$ cat src/sv/shift_log_button_debouncer_core_macros.svh
// Assertion macros shared by the button debouncer RTL.
// Each macro expects a clock named clk and an active-low reset named rst_n in scope.
`ifndef SHIFT_LOG_BUTTON_DEBOUNCER_CORE_MACROS_SVH
`define SHIFT_LOG_BUTTON_DEBOUNCER_CORE_MACROS_SVH

// Consequent must hold in the same cycle as the antecedent.
`define SLD_ASSERT_SAME(label, ante, cons, msg) \
    label: assert property (@(posedge clk) disable iff (!rst_n) (ante) |-> (cons)) \
        else $error(msg);

// Consequent must hold in the cycle after the antecedent.
`define SLD_ASSERT_NEXT(label, ante, cons, msg) \
    label: assert property (@(posedge clk) disable iff (!rst_n) (ante) |=> (cons)) \
        else $error(msg);

`endif

$ cat src/sv/sld_pkg.sv
// Package for the shift-register button debouncer.
// Holds sizes, request and register codes, and the structs passed between modules.
`timescale 1ns / 1ps

package sld_pkg;

    localparam int BUTTON_COUNT  = 16;
    localparam int HIST_LEN      = 8;
    localparam int CLICK_REPEATS = 4;
    localparam int BTN_IDX_W     = $clog2(BUTTON_COUNT);
    localparam int CLICK_W       = 3;
    localparam int CFG_IDX_W     = 2;
    localparam int CFG_DATA_W    = 16;
    localparam int IN_DATA_W     = 16;
    localparam int OUT_DATA_W    = 24;

    // Kind of request carried on the input stream.
    typedef enum logic [0:0] {
        REQ_SAMPLE = 1'b0,
        REQ_QUERY  = 1'b1
    } req_type_t;

    // Configuration register indexes.
    typedef enum logic [CFG_IDX_W-1:0] {
        CFG_QC_MASK  = 2'd0,
        CFG_SHOP_IDX = 2'd1,
        CFG_QC_IDX   = 2'd2
    } cfg_index_t;

    // State-update strobes for the request leaving the input register.
    typedef struct packed {
        logic sample;
        logic query;
    } step_t;

    // Debounce events for the current sample, and the debounced state after it.
    typedef struct packed {
        logic [BUTTON_COUNT-1:0] press_evt;
        logic [BUTTON_COUNT-1:0] rel_evt;
        logic [BUTTON_COUNT-1:0] pressed_now;
        logic [BUTTON_COUNT-1:0] pressed_after;
    } btn_evt_t;

    // Quickcast outputs for the current request.
    typedef struct packed {
        logic               pulse;
        logic               mode_now;
        logic               mode_after;
        logic [CLICK_W-1:0] click_now;
    } qc_result_t;

endpackage

$ cat src/sv/sld_history.sv
// Per-button sample history shift registers and debounced pressed flags.
// Depends on sld_pkg and the assertion macro header.
`timescale 1ns / 1ps
`include "shift_log_button_debouncer_core_macros.svh"

module sld_history (
    input  logic                             clk,
    input  logic                             rst_n,
    input  sld_pkg::step_t                   step,
    input  logic [sld_pkg::BUTTON_COUNT-1:0] pins,
    output sld_pkg::btn_evt_t                evt
);
    import sld_pkg::*;

    logic [HIST_LEN-1:0]     hist_reg  [BUTTON_COUNT];
    logic [HIST_LEN-1:0]     hist_next [BUTTON_COUNT];
    logic [BUTTON_COUNT-1:0] pressed_reg;
    logic [BUTTON_COUNT-1:0] pressed_next;
    logic [BUTTON_COUNT-1:0] press_evt;
    logic [BUTTON_COUNT-1:0] rel_evt;

    // Shift each raw level in and detect a settled low or settled high history.
    always_comb
    begin
        for (int i = 0; i < BUTTON_COUNT; i++)
        begin
            hist_next[i] = {hist_reg[i][HIST_LEN-2:0], pins[i]};
            press_evt[i] = (hist_next[i] == '0) && !pressed_reg[i];
            rel_evt[i]   = (hist_next[i] == '1) && pressed_reg[i];
        end
        pressed_next = (pressed_reg | press_evt) & ~rel_evt;
    end

    assign evt.press_evt     = press_evt;
    assign evt.rel_evt       = rel_evt;
    assign evt.pressed_now   = pressed_reg;
    assign evt.pressed_after = pressed_next;

    // Histories and flags move only when a sample request is taken.
    always_ff @(posedge clk or negedge rst_n)
    begin
        if (!rst_n)
        begin
            for (int i = 0; i < BUTTON_COUNT; i++)
            begin
                hist_reg[i] <= '0;
            end
            pressed_reg <= '0;
        end
        else if (step.sample)
        begin
            for (int i = 0; i < BUTTON_COUNT; i++)
            begin
                hist_reg[i] <= hist_next[i];
            end
            pressed_reg <= pressed_next;
        end
    end

    `SLD_ASSERT_SAME(a_evt_disjoint, 1'b1, (press_evt & rel_evt) == '0, "press and release at once")
    `SLD_ASSERT_NEXT(a_press_sticks, step.sample, (pressed_reg & $past(press_evt)) == $past(press_evt), "pressed flag not set")
    `SLD_ASSERT_NEXT(a_hold_idle, !step.sample, $stable(pressed_reg), "pressed flags moved without a sample")

endmodule

$ cat src/sv/sld_quickcast.sv
// Quickcast mode, click counter, toggle pulse and the configuration registers.
// Depends on sld_pkg and the assertion macro header.
`timescale 1ns / 1ps
`include "shift_log_button_debouncer_core_macros.svh"

module sld_quickcast (
    input  logic                           clk,
    input  logic                           rst_n,
    input  logic                           cfg_we,
    input  logic [sld_pkg::CFG_IDX_W-1:0]  cfg_index,
    input  logic [sld_pkg::CFG_DATA_W-1:0] cfg_data,
    input  sld_pkg::step_t                 step,
    input  sld_pkg::btn_evt_t              evt,
    output sld_pkg::qc_result_t            res
);
    import sld_pkg::*;

    logic [BUTTON_COUNT-1:0] mask_reg;
    logic [BTN_IDX_W-1:0]    shop_idx_reg;
    logic [BTN_IDX_W-1:0]    qc_idx_reg;
    logic                    qc_on_reg;
    logic                    qc_on_next;
    logic [CLICK_W-1:0]      cnt_reg;
    logic [CLICK_W-1:0]      cnt_next;
    logic                    qc_press;
    logic                    shop_press;
    logic [BUTTON_COUNT-1:0] mode_at;
    logic                    click_set;

    // Configuration writes; an index past the register list is dropped.
    always_ff @(posedge clk or negedge rst_n)
    begin
        if (!rst_n)
        begin
            mask_reg     <= BUTTON_COUNT'(16'h0F3F);
            shop_idx_reg <= BTN_IDX_W'(12);
            qc_idx_reg   <= BTN_IDX_W'(13);
        end
        else if (cfg_we)
        begin
            unique case (cfg_index)
                CFG_QC_MASK:  mask_reg     <= cfg_data[BUTTON_COUNT-1:0];
                CFG_SHOP_IDX: shop_idx_reg <= cfg_data[BTN_IDX_W-1:0];
                CFG_QC_IDX:   qc_idx_reg   <= cfg_data[BTN_IDX_W-1:0];
                default:      ;
            endcase
        end
    end

    // The quickcast button flips the mode for every button above it in the same sample.
    always_comb
    begin
        qc_press   = evt.press_evt[qc_idx_reg];
        shop_press = evt.press_evt[shop_idx_reg];
        for (int i = 0; i < BUTTON_COUNT; i++)
        begin
            mode_at[i] = qc_on_reg ^ (qc_press && (BTN_IDX_W'(i) > qc_idx_reg));
        end
        click_set = |(evt.rel_evt & mask_reg & mode_at);
    end

    // Next mode and counter.
    always_comb
    begin
        qc_on_next = qc_on_reg;
        cnt_next   = cnt_reg;
        if (step.sample)
        begin
            qc_on_next = qc_on_reg ^ qc_press;
            if (click_set)
            begin
                cnt_next = CLICK_W'(CLICK_REPEATS);
            end
        end
        else if (step.query && (cnt_reg != '0))
        begin
            cnt_next = cnt_reg - CLICK_W'(1);
        end
    end

    always_ff @(posedge clk or negedge rst_n)
    begin
        if (!rst_n)
        begin
            qc_on_reg <= 1'b0;
            cnt_reg   <= '0;
        end
        else
        begin
            qc_on_reg <= qc_on_next;
            cnt_reg   <= cnt_next;
        end
    end

    assign res.pulse      = shop_press;
    assign res.mode_now   = qc_on_reg;
    assign res.mode_after = qc_on_reg ^ qc_press;
    assign res.click_now  = cnt_reg;

    `SLD_ASSERT_SAME(a_cnt_range, 1'b1, cnt_reg <= CLICK_W'(CLICK_REPEATS), "click counter out of range")
    `SLD_ASSERT_NEXT(a_cnt_dec, step.query && (cnt_reg != '0), cnt_reg == $past(cnt_reg) - CLICK_W'(1), "click counter did not count down")
    `SLD_ASSERT_NEXT(a_mode_hold, !step.sample, qc_on_reg == $past(qc_on_reg), "mode changed without a sample")

endmodule

$ cat src/sv/shift_log_button_debouncer_core.sv
// Shift-register debouncer for 16 active-low buttons with quickcast click queueing.
// Takes one request per clock while results drain and returns one result per request.
// A request goes into an input register, then one combinational pass updates the
// histories, the debounced flags, the quickcast mode and the click counter and
// loads the result register, from which the result is offered. With the
// output side ready, the throughput is one request per cycle; a stalled result
// holds one more request in the input register before s_tready drops.
// Depends on sld_pkg, sld_history, sld_quickcast and the assertion macro header.
`timescale 1ns / 1ps
`include "shift_log_button_debouncer_core_macros.svh"

module shift_log_button_debouncer_core (
    input  logic                            clk,
    input  logic                            rst_n,
    // Configuration write port
    input  logic                            cfg_we,
    input  logic [sld_pkg::CFG_IDX_W-1:0]   cfg_index,
    input  logic [sld_pkg::CFG_DATA_W-1:0]  cfg_data,
    // Request stream
    input  logic                            s_tvalid,
    output logic                            s_tready,
    input  logic [sld_pkg::IN_DATA_W-1:0]   s_tdata,  // [15:0] pin_levels
    input  logic                            s_tuser,  // [0] req_type
    // Result stream
    output logic                            m_tvalid,
    input  logic                            m_tready,
    output logic [sld_pkg::OUT_DATA_W-1:0]  m_tdata   // [15:0] pressed_states,
                                                      // [16] mode_toggle_pulse,
                                                      // [17] quickcast_mode,
                                                      // [20:18] click_value, [23:21] zero
);
    import sld_pkg::*;

    logic                    in_valid_reg;
    logic                    in_valid_next;
    req_type_t               req_reg;
    logic [BUTTON_COUNT-1:0] pins_reg;
    logic                    out_valid_reg;
    logic                    out_valid_next;
    logic [BUTTON_COUNT-1:0] pressed_out_reg;
    logic                    pulse_out_reg;
    logic                    mode_out_reg;
    logic [CLICK_W-1:0]      click_out_reg;
    logic                    advance;
    logic                    in_take;
    step_t                   step;
    btn_evt_t                evt;
    qc_result_t              qc_res;

    // The input register moves on when the result register is free or being drained.
    assign advance     = in_valid_reg && (!out_valid_reg || m_tready);
    assign s_tready    = !in_valid_reg || advance;
    assign in_take     = s_tvalid && s_tready;
    assign step.sample = advance && (req_reg == REQ_SAMPLE);
    assign step.query  = advance && (req_reg == REQ_QUERY);

    always_comb
    begin
        in_valid_next  = s_tready ? s_tvalid : in_valid_reg;
        out_valid_next = advance ? 1'b1 : (out_valid_reg && !m_tready);
    end

    // Request input register.
    always_ff @(posedge clk or negedge rst_n)
    begin
        if (!rst_n)
        begin
            in_valid_reg <= 1'b0;
        end
        else
        begin
            in_valid_reg <= in_valid_next;
        end
    end

    always_ff @(posedge clk)
    begin
        if (in_take)
        begin
            req_reg  <= req_type_t'(s_tuser);
            pins_reg <= s_tdata[BUTTON_COUNT-1:0];
        end
    end

    sld_history u_history (
        .clk   (clk),
        .rst_n (rst_n),
        .step  (step),
        .pins  (pins_reg),
        .evt   (evt)
    );

    sld_quickcast u_quickcast (
        .clk       (clk),
        .rst_n     (rst_n),
        .cfg_we    (cfg_we),
        .cfg_index (cfg_index),
        .cfg_data  (cfg_data),
        .step      (step),
        .evt       (evt),
        .res       (qc_res)
    );

    // Result register.
    always_ff @(posedge clk or negedge rst_n)
    begin
        if (!rst_n)
        begin
            out_valid_reg <= 1'b0;
        end
        else
        begin
            out_valid_reg <= out_valid_next;
        end
    end

    always_ff @(posedge clk)
    begin
        if (advance)
        begin
            unique case (req_reg)
                REQ_SAMPLE:
                begin
                    pressed_out_reg <= evt.pressed_after;
                    pulse_out_reg   <= qc_res.pulse;
                    mode_out_reg    <= qc_res.mode_after;
                    click_out_reg   <= '0;
                end
                REQ_QUERY:
                begin
                    pressed_out_reg <= evt.pressed_now;
                    pulse_out_reg   <= 1'b0;
                    mode_out_reg    <= qc_res.mode_now;
                    click_out_reg   <= qc_res.click_now;
                end
                default:
                begin
                    pressed_out_reg <= evt.pressed_now;
                    pulse_out_reg   <= 1'b0;
                    mode_out_reg    <= qc_res.mode_now;
                    click_out_reg   <= '0;
                end
            endcase
        end
    end

    assign m_tvalid = out_valid_reg;
    assign m_tdata  = {3'b000, click_out_reg, mode_out_reg, pulse_out_reg, pressed_out_reg};

    `SLD_ASSERT_SAME(a_ready_stall, !s_tready, in_valid_reg && out_valid_reg && !m_tready, "input stalled without a blocked result")
    `SLD_ASSERT_SAME(a_click_no_pulse, out_valid_reg && (click_out_reg != '0), !pulse_out_reg, "query result carries a pulse")
    `SLD_ASSERT_NEXT(a_out_from_in, !out_valid_reg && !in_valid_reg, !out_valid_reg, "result without a request")

endmodule

$ cat config.mk
export PLATFORM = sky130hd
export DESIGN_NAME = shift_log_button_debouncer_core
export DESIGN_NICKNAME = d
export VERILOG_FILES = /design/src/sv/sld_pkg.sv /design/src/sv/sld_history.sv /design/src/sv/sld_quickcast.sv /design/src/sv/shift_log_button_debouncer_core.sv
export VERILOG_INCLUDE_DIRS = /design/src /design/src/sv
export SDC_FILE = /design/constraint.sdc
export NUM_CORES = 1
export LEC_CHECK = 0
export ABC_AREA = 0
export BUFFER_PORTS_ARGS = -buffer_cell sky130_fd_sc_hd__buf_4
export CORE_ASPECT_RATIO = 0.5
export CORE_MARGIN = 5
export CORE_UTILIZATION = 29
export CTS_BUF_LIST = sky130_fd_sc_hd__clkbuf_8
export CTS_CLUSTER_SIZE = 28
export DETAILED_ROUTE_END_ITERATION = 8
export GPL_TIMING_DRIVEN = 0
export SYNTH_ARGS = -nofsm -noshare
export SYNTH_HDL_FRONTEND = slang
export SYNTH_SLANG_ARGS = --single-unit
$ cat constraint.sdc
create_clock -name clk -period 2.7 [get_ports clk]
set_clock_uncertainty 0.2 [all_clocks]
set_input_delay 0.54 -clock clk [delete_from_list [all_inputs] [get_ports clk]]
set_output_delay 0.54 -clock clk [all_outputs]
set_load 0.01 [all_outputs]
==> key figures, run 1 <==
Run status
  – Status: finished with violations
  – Violated checks: setup timing

Clock tree
  – Clk sinks: a little under 200
  – Reg clk slew, reported paths: around 0.11 ns
  – Worst-Skew Late Latency: 0.48 ns
  – TritonCTS Buffers: 17
  – H-tree levels: 4
  – CTS tree: yes
  – Max clock buf depth: 2
  – Clock root buffer: clkbuf_8

Layout
  – Share of layout cells above drive strength 1: between 20% and 30%
  – Filler Cell Count: 3019
  – Most common cell after layout, fill and taps aside: nand2_1
  – Most frequent cells in the layout: 358 x nand2_1, 142 x dfrtp_1, 77 x buf_4
  – Fin cells: 1454
  – Largest register FFs: ~110
  – Fin util: 34.9%
  – Area grow syn2layout: 18.5%
  – # nets final: 1083

Route
  – Wire per inst: 16.6 um
  – Via count: 7324
  – Post-route ant nets: 0
  – DR vias/cell: ~5.0
  – Pre-Repair DR Iteration Count: 5
  – DRC: 0
  – WL final: 24.1 mm
  – Initial drt markers: 567

Flow run
  – Max-capacitance violation count: 0

Worst setup path
  – WP data arrival: 2.99 ns
  – Critical Path Fanout Max: 10
  – FF-to-FF setup slack: -0.11 ns
  – WS Path Type: reg -> reg
  – Critical Path Sink Type: flip-flop
  – Startpoint Class: flip-flop
  – Worst Path Required: around 2.9 ns

Global route
  – Antenna violations before repair: 0
  – Vias in the first global route: slightly above 7000
  – Global-route wire length before repair: roughly 38 mm
  – GRT Overall Usage: 13.8%
  – Largest net degree at the start of global routing: 92
  – Grt ovf: 0

Synthesis
  – Seq/Total Area, Yosys: 57.1%
  – Synthesized flop and latch total: 196
  – Synth Flop Type: dfrtp_1
  – Synthesized cell area: between 0.008 and 0.009 mm^2
  – Yosys warns: 0
  – Post-Syn Instances: 943
  – EDFF count, synth: 38
  – Synth unique cells: 66
  – Avg Synthesized Cell Area: 9.50 um^2
  – Post-synth ARST share: 80.6%

Timing
  – Period utilisation layout: 104%
  – RSZ-0062 raised after global routing: yes
  – Slew HR: 18.5%
  – Slew Viols, Final: 0
  – Period minus WS final: 2.81 ns
  – Endpoints failing hold: 0
  – Final setup viols: 2
  – Setup ws final: -0.109 ns
  – Slew of the pin with the lowest slew margin: 1.22 ns
  – Fmax: 356 MHz

Power
  – Leak pwr: 0.00461 uW
  – Max VDD drop: 323 uV
  – Pwr/cell area: 834 mW/mm^2

Floorplanning
  – Die Span Y: 134 um
  – Core area: just over 0.03 mm^2
  – Number of cell rows: 45
  – Starting Density: 29.5%
  – I/O pins: 66
  – Die width: 259 um
  – DIE AREA: 0.0347 mm^2

Placed design
  – I/O Buffers: 62
  – Placed Cells: ~1400
  – Gpl congestion: 0.937
  – HPWL Detailed: about 17 mm
  – Place WS: -0.507 ns

Hold path
  – Hold/Removal Path Class: in -> reg
[per-stage QoR]
stage	instance area, um^2	TNS [ns]	power (uW)	hold slack (ns)
6_report	10600	-0.129	8850	0.0289
5_1_grt	10600	-0.113	9410	0.00199
4_1_cts	10400	0	8740	0.000995
3_5_place_dp	9970	-20.47	6790	0.283
3_3_place_gp	9930	-24.71	6670	0.271
2_1_floorplan	8960	0	5940	0.0444
[critical path, stage by stage (launching register included)]
cell and delay, ns:
dfstp_2 0.54, buf_2 0.22, nor2_1 0.09, a21o_1 0.21, a221oi_2 0.34, a21boi_1 0.23, o22ai_1 0.14, a221oi_4 0.39
a41oi_2 0.18, and2_1 0.16
[cell families after synthesis]
group	after synthesis	synth area share (%)
muxes	31	4.57
adders and majority gates	2	0.279
xor gates and xnor gates	2	0.196
other	1	0.0419
and+or+nand+nor	546	27.2
DFF	196	57.1
buffers and inverters	54	2.53
AOI/OAI and AO/OA	111	8.13
[cell type report]
cell class / instances / area [um^2] / area share [%]
diodes: 1 / 2.50 / 0.0236
multi-input cells: 695 / 3740 / 35.3
inverters: 7 / 26.3 / 0.248
plain buffers: 47 / 218 / 2.05
well taps: 399 / 499 / 4.70
flip-flops and latches: 196 / 5110 / 48.2
repair buffers: 77 / 612 / 5.76
clock inverters: 15 / 164 / 1.54
clock buffers: 17 / 234 / 2.20
[synth_stat cells (2+ instances only)]
master,instances,share of area [%]
buf_2,4,0.22
nor2b_1,2,0.14
edfxtp_1,38,13
nand3_1,19,1.1
nor4_1,14,0.98
ha_1,2,0.28
nand4_1,44,3.1
or2_2,15,1.0
mux4_2,4,1.0
a31oi_1,2,0.14
o2111ai_1,2,0.20
or2_1,2,0.14
a22oi_1,4,0.34
xor2_1,2,0.20
dfrtp_1,143,40
buf_4,5,0.42
inv_1,7,0.29
clkbuf_1,37,1.6
a21o_1,3,0.25
o31ai_1,2,0.17
nor3_1,24,1.3
dfstp_2,15,4.4
o21ai_0,63,3.5
and2_1,6,0.42
nand2_1,358,15
mux2_2,26,3.3
o211ai_1,4,0.34
nor4_2,4,0.56
or3_1,3,0.21
nand2b_1,5,0.35
nand3b_1,5,0.42
a21oi_1,8,0.45
nor2_1,37,1.6
nand3_2,2,0.22
[power by group]
| part | internal [uW] | total, uW | leakage [uW] | switching (uW) |
|---|---|---|---|---|
| Clock | 775 | 1940 | 0.000203 | 1160 |
| Sequential | 3890 | 4690 | 0.00233 | 796 |
| Combinational | 950 | 2230 | 0.00208 | 1280 |
[what timing repair did]
action	in CTS	in global routing
pin swaps	2	11
buffers inserted	0	10
hold buffers	4	0
hold endpoints to repair	62	0
gates resized for setup	11	22
endpoints found under the setup margin	32	14
[worst paths after layout]
kind / to / depth (start not counted) / from
worst max-delay path: u_quickcast.cnt_reg[2]$_DFFE_PN0P_ / 9 / u_quickcast.qc_idx_reg[3]$_DFFE_PN1P_
worst min-delay path: req_reg$_DFFE_PP_ / 1 / s_tuser
worst max register to register: u_quickcast.cnt_reg[2]$_DFFE_PN0P_ / 9 / u_quickcast.qc_idx_reg[3]$_DFFE_PN1P_
worst min register to register: u_history.hist_next[71]$_DFFE_PN0P_ / 2 / u_history.hist_next[71]$_DFFE_PN0P_
max in group asynchronous: u_quickcast.mask_reg[4]$_DFFE_PN1P_ / 3 / rst_n
min in group asynchronous: u_quickcast.mask_reg[12]$_DFFE_PN0P_ / 2 / rst_n
[metal layers]
layer  vias up  share of wire [%]  track usage, %
li1       3433                  -               -
met5         -                  0               0
met2       231                 48            23.0
met3        39                5.6            3.44
met4         0                2.1            3.74
met1      3621                 45            18.2
Note: power is estimated with default switching activity, not from simulation.
==> run 2, diff against run 1 <==
ABC_CLOCK_PERIOD_IN_PS = 2700   (was default)
CORE_MARGIN = default   (was 5)
CORE_UTILIZATION = 62   (was 29)
PLACE_DENSITY = 0.82   (was default)
==> run 2 against run 1 <==
Compared with the run above: the run now ends clean; first-iteration DRC count increased by 93%; sequential share of layout area increased by 1.8 points; hold slack got worse by 0.0037 ns; core utilization increased by 39 points; combinational power decreased by 2%; highest routed layer unchanged.
==> key figures, run 2 (same netlist as run 1, synthesis figures left out) <==
Run status
  – Status: complete, no violations (was finished with violations)

Hold path
  – Hold path cells: 1 (unchanged)
  – Hold/Removal Path Class: in -> reg (unchanged)

Route
  – DRC: 0 (unchanged)
  – Initial drt markers: 1092 (was 567)
  – WL final: 23.3 mm (was 24.1 mm)
  – Post-route ant nets: 0 (unchanged)
  – Via count: 7550 (was 7324)
  – Wire per inst: 18.8 um (was 16.6 um)
  – DR vias/cell: 6.10 (was 5.04)
  – Pre-Repair DR Iteration Count: 7 (was 5)

Global route
  – GRT Overall Usage: 32.9% (was 13.8%)
  – Largest net degree at the start of global routing: 86 (was 92)
  – Grt ovf: 0 (unchanged)
  – Vias in the first global route: 7042 (was 7064)
  – Antenna violations before repair: 0 (unchanged)
  – Global-route wire length before repair: 36.4 mm (was 38.2 mm)

Placed design
  – I/O Buffers: 62 (unchanged)
  – HPWL Detailed: 15.9 mm (was 17.1 mm)
  – Gpl congestion: 0.977 (was 0.937)

Timing
  – Fmax: 378 MHz (was 356 MHz)
  – Setup_tns: 0 ns (was -0.129 ns)
  – Period utilisation layout: 98.1% (was 104%)
  – Slew Viols, Final: 0 (unchanged)
  – Final setup viols: 0 (was 2)
  – Endpoints failing hold: 0 (unchanged)
  – Period minus WS final: 2.65 ns (was 2.81 ns)
  – RSZ-0062 raised after global routing: yes (unchanged)
  – Slew HR: 17.6% (was 18.5%)
  – Slew of the pin with the lowest slew margin: 1.23 ns (was 1.22 ns)

Layout
  – Most frequent cells in the layout: 358 x nand2_1, 143 x dfrtp_1, 70 x buf_4 (was 358 x nand2_1, 142 x dfrtp_1, 77 x buf_4)
  – Area of the multi-input gates: 0.00371 mm^2 (was 0.00374 mm^2)
  – Diode count: 0 (was 1)
  – Share of layout cells above drive strength 1: 19.2% (was 20.4%)
  – Area grow syn2layout: 14.1% (was 18.5%)
  – Register area: 0.00511 mm^2 (about the same)
  – Filler Cell Count: 1013 (was 3019)
  – # nets final: 1074 (was 1083)
  – Largest register FFs: 112 (unchanged)
  – Fin util: 74.0% (was 34.9%)
  – Most common cell after layout, fill and taps aside: nand2_1 (unchanged)

Worst setup path
  – Most frequent cell on the critical path: clkbuf_1
  – Worst Path Required: 2.74 ns (was 2.88 ns)
  – WS Path Type: reg -> reg (unchanged)
  – Critical Path Max Stage Delay: 0.63 ns (was 0.54 ns)
  – Startpoint Class: flip-flop (unchanged)
  – Slowest-stage cell, CP: clkbuf_1 (was dfstp_2)
  – WP data arrival: 2.69 ns (was 2.99 ns)
  – Reg2Reg Depth: 5 (was 9)
  – Critical Path Fanout Max: 10 (unchanged)
  – Crit-path cells: clkbuf_1 > clkbuf_1 > clkbuf_1 > o21ai_0 > o21ai_0 (was buf_2 > nor2_1 > a21o_1 > a221oi_2 > a21boi_1 > o22ai_1 > a221oi_4 > a41oi_2 > and2_1)
  – Critical Path Sink Type: flip-flop (unchanged)

Floorplanning
  – Die Span Y: 87.0 um (was 134 um)
  – Number of cell rows: 30 (was 45)
  – Starting Density: 64.8% (was 29.5%)
  – I/O pins: 66 (unchanged)
  – Core area: 0.0138 mm^2 (was 0.0304 mm^2)
  – Die width: 172 um (was 259 um)
  – DIE AREA: 0.0150 mm^2 (was 0.0347 mm^2)

Flow run
  – Max-capacitance violation count: 0 (unchanged)

Clock tree
  – Clk sinks: 196 (unchanged)
  – TritonCTS Buffers: 17 (unchanged)
  – Max clock buf depth: 2 (unchanged)
  – H-tree levels: 4 (unchanged)
  – Worst-Skew Late Latency: 0.48 ns (about the same)
  – CTS tree: yes (unchanged)
  – Reg clk slew, reported paths: 0.11 ns (about the same)
  – Clock root buffer: clkbuf_8 (unchanged)

Power
  – Leak pwr: 0.00455 uW (was 0.00461 uW)
  – Pwr/cell area: 857 mW/mm^2 (was 834 mW/mm^2)
  – Max VDD drop: 520 uV (was 323 uV)
run 2: cell count changes in the layout (fill, tap and decap cells not counted), moves of 3 or more:
cell	before	now
nor4_2	11	8
buf_4	77	70
nor4_1	6	9
inv_8	4	1
run 2: report_power, final:
group | leakage (uW) | switching [uW] | internal [uW]
Combinational | 0.00203 | 1280 | 907
Sequential | 0.00234 | 812 | 3890
Clock | 0.000185 | 1120 | 752
Total | 0.00455 | 3210 | 5550
run 2: repair_timing:
action / 4_1_cts / 5_1_grt
hold buffers: 1 / 1
buffers inserted: 0 / 4
gates resized for setup: 8 / 22
endpoints found under the setup margin: 23 / 71
pin swaps: 1 / 7
endpoints found under the hold margin: 63 / 1
run 2: final cells by class:
type	instances	area share (%)
Multi-Input combinational cell	695	36.3
Tap cell	192	2.35
Sequential cell	196	50.0
Timing Repair Buffer	69	5.35
Clock buffer	17	2.29
Buffer	46	2.08
Clock inverter	15	1.40
Inverter	7	0.257
run 2: per-layer routing:
layer  global-route usage [%]  vias up  part of all wire, %
li1                         -     3411                    -
met1                     46.3     3718                   43
met2                     49.4      372                   45
met3                     9.09       49                  9.2
met4                     11.3        0                  1.9
met5                     3.01        -                    0
run 2: worst max-delay path, delay by kind of cell (launching register included):
family                 cells  cell delay [ns]
buffers and inverters      3             1.51
flip-flops                 1             0.34
AO/OA/AOI/OAI              2             0.37
run 2: final timing paths:
check	start	end	slack, ns
hold / removal	s_tdata[7]	pins_reg[7]$_DFFE_PP_	0.03
setup reg to reg	req_reg$_DFFE_PP_	pressed_out_reg[13]$_DFFE_PP_	0.05
min in group asynchronous	rst_n	u_history.hist_next[58]$_DFFE_PN0P_	0.44
max in group asynchronous	rst_n	u_quickcast.mask_reg[1]$_DFFE_PN1P_	0.97
hold reg to reg	u_history.hist_next[53]$_DFFE_PN0P_	u_history.hist_next[54]$_DFFE_PN0P_	0.32
setup / recovery	req_reg$_DFFE_PP_	pressed_out_reg[13]$_DFFE_PP_	0.05
run 2: stage by stage:
step | cell area [um^2] | hold WS (ns) | instances | total power [uW] | setup WS (ns)
final | 10200 | 0.0252 | 1237 | 8760 | 0.0522
after global routing | 10200 | 0.000782 | 1237 | 9250 | -0.0642
after CTS | 10100 | 0.0116 | 1233 | 8640 | 0.0166
after detailed placement | 9700 | 0.293 | 1200 | 6760 | -0.437
after global placement | 9670 | 0.263 | 1199 | 6620 | -0.404
after floorplan | 8960 | 0.0444 | 945 | 5940 | 0.246
